**config.mk**
```make
export PLATFORM = sky130hd
export DESIGN_NAME = sacc_emit
export DESIGN_NICKNAME = d
export VERILOG_FILES = /design/src/hdl/set_assoc_cache_controller_macros.svh /design/src/hdl/sacc_pkg.sv /design/src/hdl/sacc_emit.sv
export SDC_FILE = /design/constraint.sdc
export NUM_CORES = 1
export LEC_CHECK = 0
export BUFFER_PORTS_ARGS = -buffer_cell sky130_fd_sc_hd__buf_2
export CAP_MARGIN = 20
export CELL_PAD_IN_SITES_DETAIL_PLACEMENT = 2
export CELL_PAD_IN_SITES_GLOBAL_PLACEMENT = 2
export CORE_AREA = 2 2 305 307
export DETAILED_ROUTE_END_ITERATION = 12
export DIE_AREA = 0 0 307 309
export PLACE_DENSITY_LB_ADDON = 0.05
export SLEW_MARGIN = 5
export SYNTH_ARGS = -nofsm -noshare
export SYNTH_HDL_FRONTEND = slang
export SYNTH_SLANG_ARGS = --single-unit
```
**constraint.sdc**
```tcl
create_clock -name clk -period 2.2 [get_ports clk]
set_clock_uncertainty 0.15 [all_clocks]
set_input_delay 0.22 -clock clk [delete_from_list [all_inputs] [get_ports clk]]
set_output_delay 0.22 -clock clk [all_outputs]
set_load 0.01 [all_outputs]
```
**src/hdl/set_assoc_cache_controller_macros.svh**
```systemverilog
// Assertion helpers for the cache controller.
`ifndef SET_ASSOC_CACHE_CONTROLLER_MACROS_SVH
`define SET_ASSOC_CACHE_CONTROLLER_MACROS_SVH

// Same-cycle implication.
`define SACC_ASSERT_IMP(name, ante, cons) \
  name: assert property (@(posedge clk) disable iff (rst) (ante) |-> (cons)) \
    else $error("sacc same-cycle check failed");

// Next-cycle implication.
`define SACC_ASSERT_NXT(name, ante, cons) \
  name: assert property (@(posedge clk) disable iff (rst) (ante) |=> (cons)) \
    else $error("sacc next-cycle check failed");

`endif

```
**src/hdl/sacc_pkg.sv**
```systemverilog
package sacc_pkg;

  localparam int SETS      = 64;
  localparam int WAYS      = 4;
  localparam int WPL       = 4;
  localparam int ADDR_BITS = 32;
  localparam int WORD_W    = 32;
  localparam int TAG_W     = 24;
  localparam int OFF_W     = 2;
  localparam int SET_W     = 6;
  localparam int WAY_W     = 2;
  localparam int RANK_W    = 2;
  localparam int CNT_W     = 3;
  localparam int ITEMS     = 3;
  localparam int ITEM_IDX_W = 2;

  typedef enum logic [1:0] {
    OP_STATUS    = 2'd0,
    OP_MEM_READ  = 2'd1,
    OP_MEM_WRITE = 2'd2
  } mem_op_t;

  localparam logic [1:0] CFG_WRITE_POLICY = 2'd0;
  localparam logic [1:0] CFG_ALLOC_POLICY = 2'd1;
  localparam logic [1:0] CFG_REPL_POLICY  = 2'd2;
  localparam logic [1:0] CFG_WAYS_IN_USE  = 2'd3;

  localparam logic       WP_BACK    = 1'b0;
  localparam logic       WP_THROUGH = 1'b1;
  localparam logic [1:0] ALLOC_READ  = 2'd0;
  localparam logic [1:0] ALLOC_WRITE = 2'd1;
  localparam logic [1:0] ALLOC_BOTH  = 2'd2;
  localparam logic [1:0] REPL_LRU    = 2'd0;
  localparam logic [1:0] REPL_MRU    = 2'd1;
  localparam logic [1:0] REPL_RAND   = 2'd2;

  localparam logic [15:0] LFSR_SEED = 16'hACE1;
  localparam logic [15:0] LFSR_TAPS = 16'hB400;

  typedef logic [WPL-1:0][WORD_W-1:0] line_t;

  typedef struct packed {
    logic              wp;
    logic [1:0]        ap;
    logic [1:0]        rp;
    logic [CNT_W-1:0]  wiu;
  } cfg_t;

  typedef struct packed {
    logic [1:0]          op;
    logic [ADDR_BITS-1:0] addr;
    line_t               words;
    logic [CNT_W-1:0]    cnt;
    logic                hit;
    logic                ev;
    logic [TAG_W-1:0]    etag;
    logic                last;
  } item_t;

  typedef struct packed {
    logic rd;
    logic upd;
  } ctl_cmd_t;

  typedef struct packed {
    logic buf_empty;
  } ctl_sts_t;

  function automatic item_t mk_item(logic [1:0] op, logic [ADDR_BITS-1:0] addr,
                                    line_t words, logic [CNT_W-1:0] cnt);
    item_t it;
    it = '0;
    it.op   = op;
    it.addr = addr;
    it.cnt  = cnt;
    for (int i = 0; i < WPL; i++) begin
      it.words[i] = (CNT_W'(i) < cnt) ? words[i] : '0;
    end
    return it;
  endfunction

  function automatic logic [1:0] mod3(logic [15:0] x);
    logic [4:0] s;
    logic [2:0] s2;
    s = '0;
    for (int i = 0; i < 8; i++) begin
      s = s + 5'(x[2*i +: 2]);
    end
    s2 = 3'(s[1:0]) + 3'(s[3:2]) + 3'(s[4]);
    if (s2 >= 3'd6) s2 = s2 - 3'd6;
    else if (s2 >= 3'd3) s2 = s2 - 3'd3;
    return s2[1:0];
  endfunction

endpackage

```
**src/hdl/sacc_emit.sv**
```systemverilog
module sacc_emit import sacc_pkg::*; (
  input  logic                  clk,
  input  logic                  rst,
  input  logic                  load,
  input  item_t                 items [ITEMS],
  input  logic [ITEM_IDX_W-1:0] item_count,
  output ctl_sts_t              sts,
  output logic                  out_valid,
  input  logic                  out_ready,
  output item_t                 out_item
);

  item_t                 pend [ITEMS];
  logic [ITEM_IDX_W-1:0] left, idx;

  assign out_valid     = (left != '0);
  assign out_item      = pend[idx];
  assign sts.buf_empty = (left == '0);

  always_ff @(posedge clk) begin
    if (load) begin
      for (int i = 0; i < ITEMS; i++) pend[i] <= items[i];
    end
  end

  always_ff @(posedge clk) begin
    if (rst) begin
      left <= '0;
      idx  <= '0;
    end else if (load) begin
      left <= item_count;
      idx  <= '0;
    end else if (out_valid && out_ready) begin
      left <= left - 1'b1;
      idx  <= idx + 1'b1;
    end
  end

endmodule

```
## Yosys cells after proc, flatten, opt, wreduce, memory -nomap -nowiden

Memories as Yosys holds them, arrays and structs flattened. A register that Yosys moved wholly into a read port is not among the register bits.
Cells that the tools add are included.

- Memories kept: 1
- Output and inout bits: 194
- Bits in writable memories: 576
- Bits of input ports: 582
- Word-level logic and storage cells: 16
- Flip-flop bits (word level): 4

Memory list:

| name | words | width | rd ports | clocked after memory_dff | write ports | line | source |
|---|---|---|---|---|---|---|---|
| pend | 3 | 192 | 1 | 1 | 3 | sacc_emit.sv:13 | `item_t pend [ITEMS];` |

- Multiplexer cells: 6
- Add/sub/neg operators: 2
- Reduce and logical (&&, ||, !) cells: 5

Operator list:

| operator | count |
|---|---|
| $mux 2 | 4 |
| $reduce_bool 2->1 | 2 |
| $add 2x1->2 const B | 1 |
| $logic_not 2->1 | 1 |
| $mux 1 | 2 |
| $reduce_or 2->1 | 1 |
| $sub 2x1->2 const B | 1 |
| $logic_and 1x1->1 | 1 |

## Logic depth before layout (Yosys ltp)

- Word-level depth: 4
- Mapped depth: 5
- Mapped depth without buffers: 5

## Least setup slack after synthesis

OpenSTA, ideal clock, no wires.

- Path kind: flip-flop to output port
- Start: register with a tool-made name
- End: output port out_item[100] in the netlist's numbering
- Path slack: 0.823 ns
- Arrival time: 1.007 ns
- Stages on the path, launching flop included: 6
- Buffers on the path: 3
- Path through: dfxtp_1 > buf_6 > buf_12 > buf_8 > mux2i_1 > o21ai_1

RTL lines:

| item | line | source |
|---|---|---|
| end: declaration | sacc_emit.sv:10 | `output item_t out_item` |

==> flow_summary.yaml <==
yosys:
  ys_seq_area_share_pct: 80.28
  post_synth_inst_count: 1244
  post-synth-top-count-cell: "sky130_fd_sc_hd__edfxtp_1"
  postSynth.asyncResetShare_pct: 0
  netlist_top_cells_area: "sky130_fd_sc_hd__edfxtp_1 (80%), sky130_fd_sc_hd__mux2i_1 (8.9%), sky130_fd_sc_hd__o21ai_1 (4.1%)"
  synth_top_cell_by_area: "sky130_fd_sc_hd__edfxtp_1"
  synth_fp_nets: 1827
  synth_enable_flop_cells: 576
  yosys_most_used_dff: "sky130_fd_sc_hd__edfxtp_1"
  syn_std_cell_area_mm2: 0.02169
  syn-mean-instance-area_um2: 17.44
  yosys.area.top_type_share_pct: 79.73
  count_of_cell_types_in_the_netlist: 26
  yosysWarnings: 0
  ys_ff_latch: 582
  top_cells_by_instance_count_after_synthesis: "sky130_fd_sc_hd__edfxtp_1 (576), sky130_fd_sc_hd__nand2_1 (194), sky130_fd_sc_hd__mux2i_1 (192), sky130_fd_sc_hd__o21ai_1 (176), sky130_fd_sc_hd__clkbuf_1 (21)"
setup_path:
  critical-path-top-cell-by-count: "sky130_fd_sc_hd__buf_12"
  worst_ep_arrival_time_ns: 1.98
  cpMaxStageDelayCell: "sky130_fd_sc_hd__dfxtp_4"
  cpPeakStageDelay_ns: 0.45
  path_max_fanout: 7
  critical_path.cell_chain: "buf_12 -> buf_12 -> buf_16 -> mux2i_4 -> o21ai_1 -> buf_2"
  worstSetupStartpointType: "register"
  timing.critical_path.buf_inv: 4
  critPathTopFamily: "buffers and inverters"
  setup_crit_end_kind: "output pin"
  path_class: "reg2out"
  cp_data_required_time_ns: 1.83
place:
  preCtsSetupSlack_ns: 0.3354
  post-dp-hpwl_um: 60920
  buffer_ports.inserted: 775
  place_congestion: 0.7635
  cell_total_after_placement: 3183
detailed_routing:
  routed_via_density: 4.206
  drc: 0
  ant_nets: 0
  detailedRoute.firstPassIterationCount: 4
  finalWirelength_um: 92770
  routed-via-count: 16690
  initialDrtViolationCount: 679
  post_drt_wl_per_cell_um: 23.38
power_and_ir_drop:
  p_int_uw: 21600
  power.leakage_uw: 0.01401
  powerDensity_mw_per_mm2: 765.2
  power.clock.fraction_pct: 40.1
  netSwitchingFraction_pct: 23.26
  vdd.ir_drop.worst_uv: 515.9
  comb_power_share_pct: 12.1
  seq_power_share_pct: 47.8
  net_switching_power_of_the_design_uw: 6546
global_routing:
  globalRouteOverflowTotal: 0
  grt_max_degree: 85
  grt_first_pass_wirelength_um: 126700
  antenna_violations_before_repair: 27
  grt_usage_pct: 18.40
  first_global_vias: 19290
clock_network:
  cts_made_buffers: 72
  clock-sinks: 582
  cts_root_buf: "sky130_fd_sc_hd__clkbuf_16"
  clock_tree_from_tritoncts: "done"
  cts_max_level: 3
  clock_latency_ns: 0.61
  cts.clk_slew.worst_paths_ns: 0.06
  cts.path.max_buffers: 3
timing:
  achievable-frequency_mhz: 425.3
  max_slew.worst_pin.slew_ns: 0.5228
  finalWorstPathRequiredPeriod_ns: 2.352
  rsz0062_at_grt: "yes"
  finalHoldWorstSlack_ns: 0.1507
  setup_total_negative_slack_ns: -13.33
  setup_viol_count_final: 172
  layout_setup_ws_ns: -0.1515
  finalHoldViolCount: 0
  period_share_pct: 106.9
  timing.max_slew.rel_slack_pct: 65.15
  report.final.slew_viol_count: 0
finish:
  design.final.nets: 3288
  share_of_layout_cells_above_drive_strength_1_pct: 37.53
  nFillCells: 9243
  finish.utilization_pct: 40.25
  sequential_cell_area_mm2: 0.01742
  layout-area-overhead-vs-synth_pct: 69.53
  final_cell_count_no_fill: 3968
  multi_input_comb_area_mm2: 0.004055
floorplanning:
  die_outline_area_mm2: 0.09486
  floorplan.initialDensity_pct: 23.74
  dieHeight_um: 309
  placeableCoreArea_mm2: 0.09139
  fp-row-count: 111
  die_x_um: 307
  total_i_o_pin_count: 776
run_status:
  failed_checks: "setup timing"
  outcome: "complete, but fails checks"
job:
  maxCapViolations: 0
min_path:
  hold_class: "in2reg"
==> cell usage in the layout, fill, tap and decap left out, types with 20 or more instances in the layout <==
cell                            instances
sky130_fd_sc_hd__nand2_1              191
sky130_fd_sc_hd__dlygate4sd3_1        583
sky130_fd_sc_hd__o21ai_2               20
sky130_fd_sc_hd__o21ai_1              168
sky130_fd_sc_hd__mux2i_1              149
sky130_fd_sc_hd__diode_2               24
sky130_fd_sc_hd__mux2i_2               33
sky130_fd_sc_hd__edfxtp_1             576
sky130_fd_sc_hd__buf_12                30
sky130_fd_sc_hd__clkbuf_16             86
sky130_fd_sc_hd__buf_2                749
sky130_fd_sc_hd__buf_4                 40
==> cells by family after synthesis <==
group / count (synthesis) / share of synthesized area [%]
AO/OA/AOI/OAI: 195 / 4.585
XOR/XNOR: 3 / 0.1211
adder cells (fa/ha/maj): 1 / 0.05766
buffers and inverters: 70 / 2.549
flip-flops: 582 / 80.28
multiplexers: 192 / 8.859
AND/OR/NAND/NOR: 201 / 3.547
==> final cells by class <==
cell class                 count  area share (%)
antenna                       24          0.1633
multi-input combinational    592           11.03
sequential                   582           47.38
clock buffer                  94           5.412
inverter                       4         0.04082
clock inverter                33          0.5511
tap                         1186           4.035
timing repair buffer        1453           31.40
==> path summary, 6_finish.rpt <==
check / endpoint / slack (ns) / start / cells after the start
worst max-delay path: out_item[182] / -0.15 / register / 6
worst min register to register: register / 0.42 / idx[1] / 2
worst min-delay path: pend[2][148] / 0.15 / items[148] / 2
worst max register to register: left[1] / 0.24 / left[0] / 6
==> state kept, by name, summed over array words and instances, names as in the netlist, named ones only <==
name and count:
pend 576, idx 2, left 2
==> per-layer routing <==
| layer | track usage (%) | vias to the layer above | share of wire, % |
|---|---|---|---|
| met5 | 0 | - | 0.068 |
| met1 | 18.90 | 8318 | 36 |
| met3 | 4.892 | 145 | 5.6 |
| li1 | - | 7710 | - |
| met4 | 8.088 | 10 | 3.3 |
| met2 | 34.89 | 508 | 55 |
==> per-stage QoR <==
| step | power, µW | instance area (µm²) |
|---|---|---|
| finish | 28140 | 36780 |
| CTS | 28480 | 36220 |
| floorplan | 14330 | 21690 |
| global placement | 15790 | 27170 |
| global route | 29280 | 36770 |
| detailed placement | 15880 | 27170 |
==> power by group through the flow <==
| stage | logic [µW] | clock network (µW) | registers (µW) |
|---|---|---|---|
| final | 3410 | 11300 | 13500 |
| after global routing | 3670 | 12100 | 13500 |
| after CTS | 3370 | 11700 | 13400 |
| after detailed placement | 2240 | 0 | 13600 |
| after global placement | 2190 | 0 | 13600 |
| after floorplan | 782 | 0 | 13600 |
==> timing repair <==
action,4_1_cts,5_1_grt
resized for setup,87,97
hold buffers,583,0
hold endpoints to repair,599,0
cloned,17,12
pin swaps,0,8
endpoints found under the setup margin,190,193
buffers inserted,25,4
Note: power is estimated with default switching activity, not from simulation.
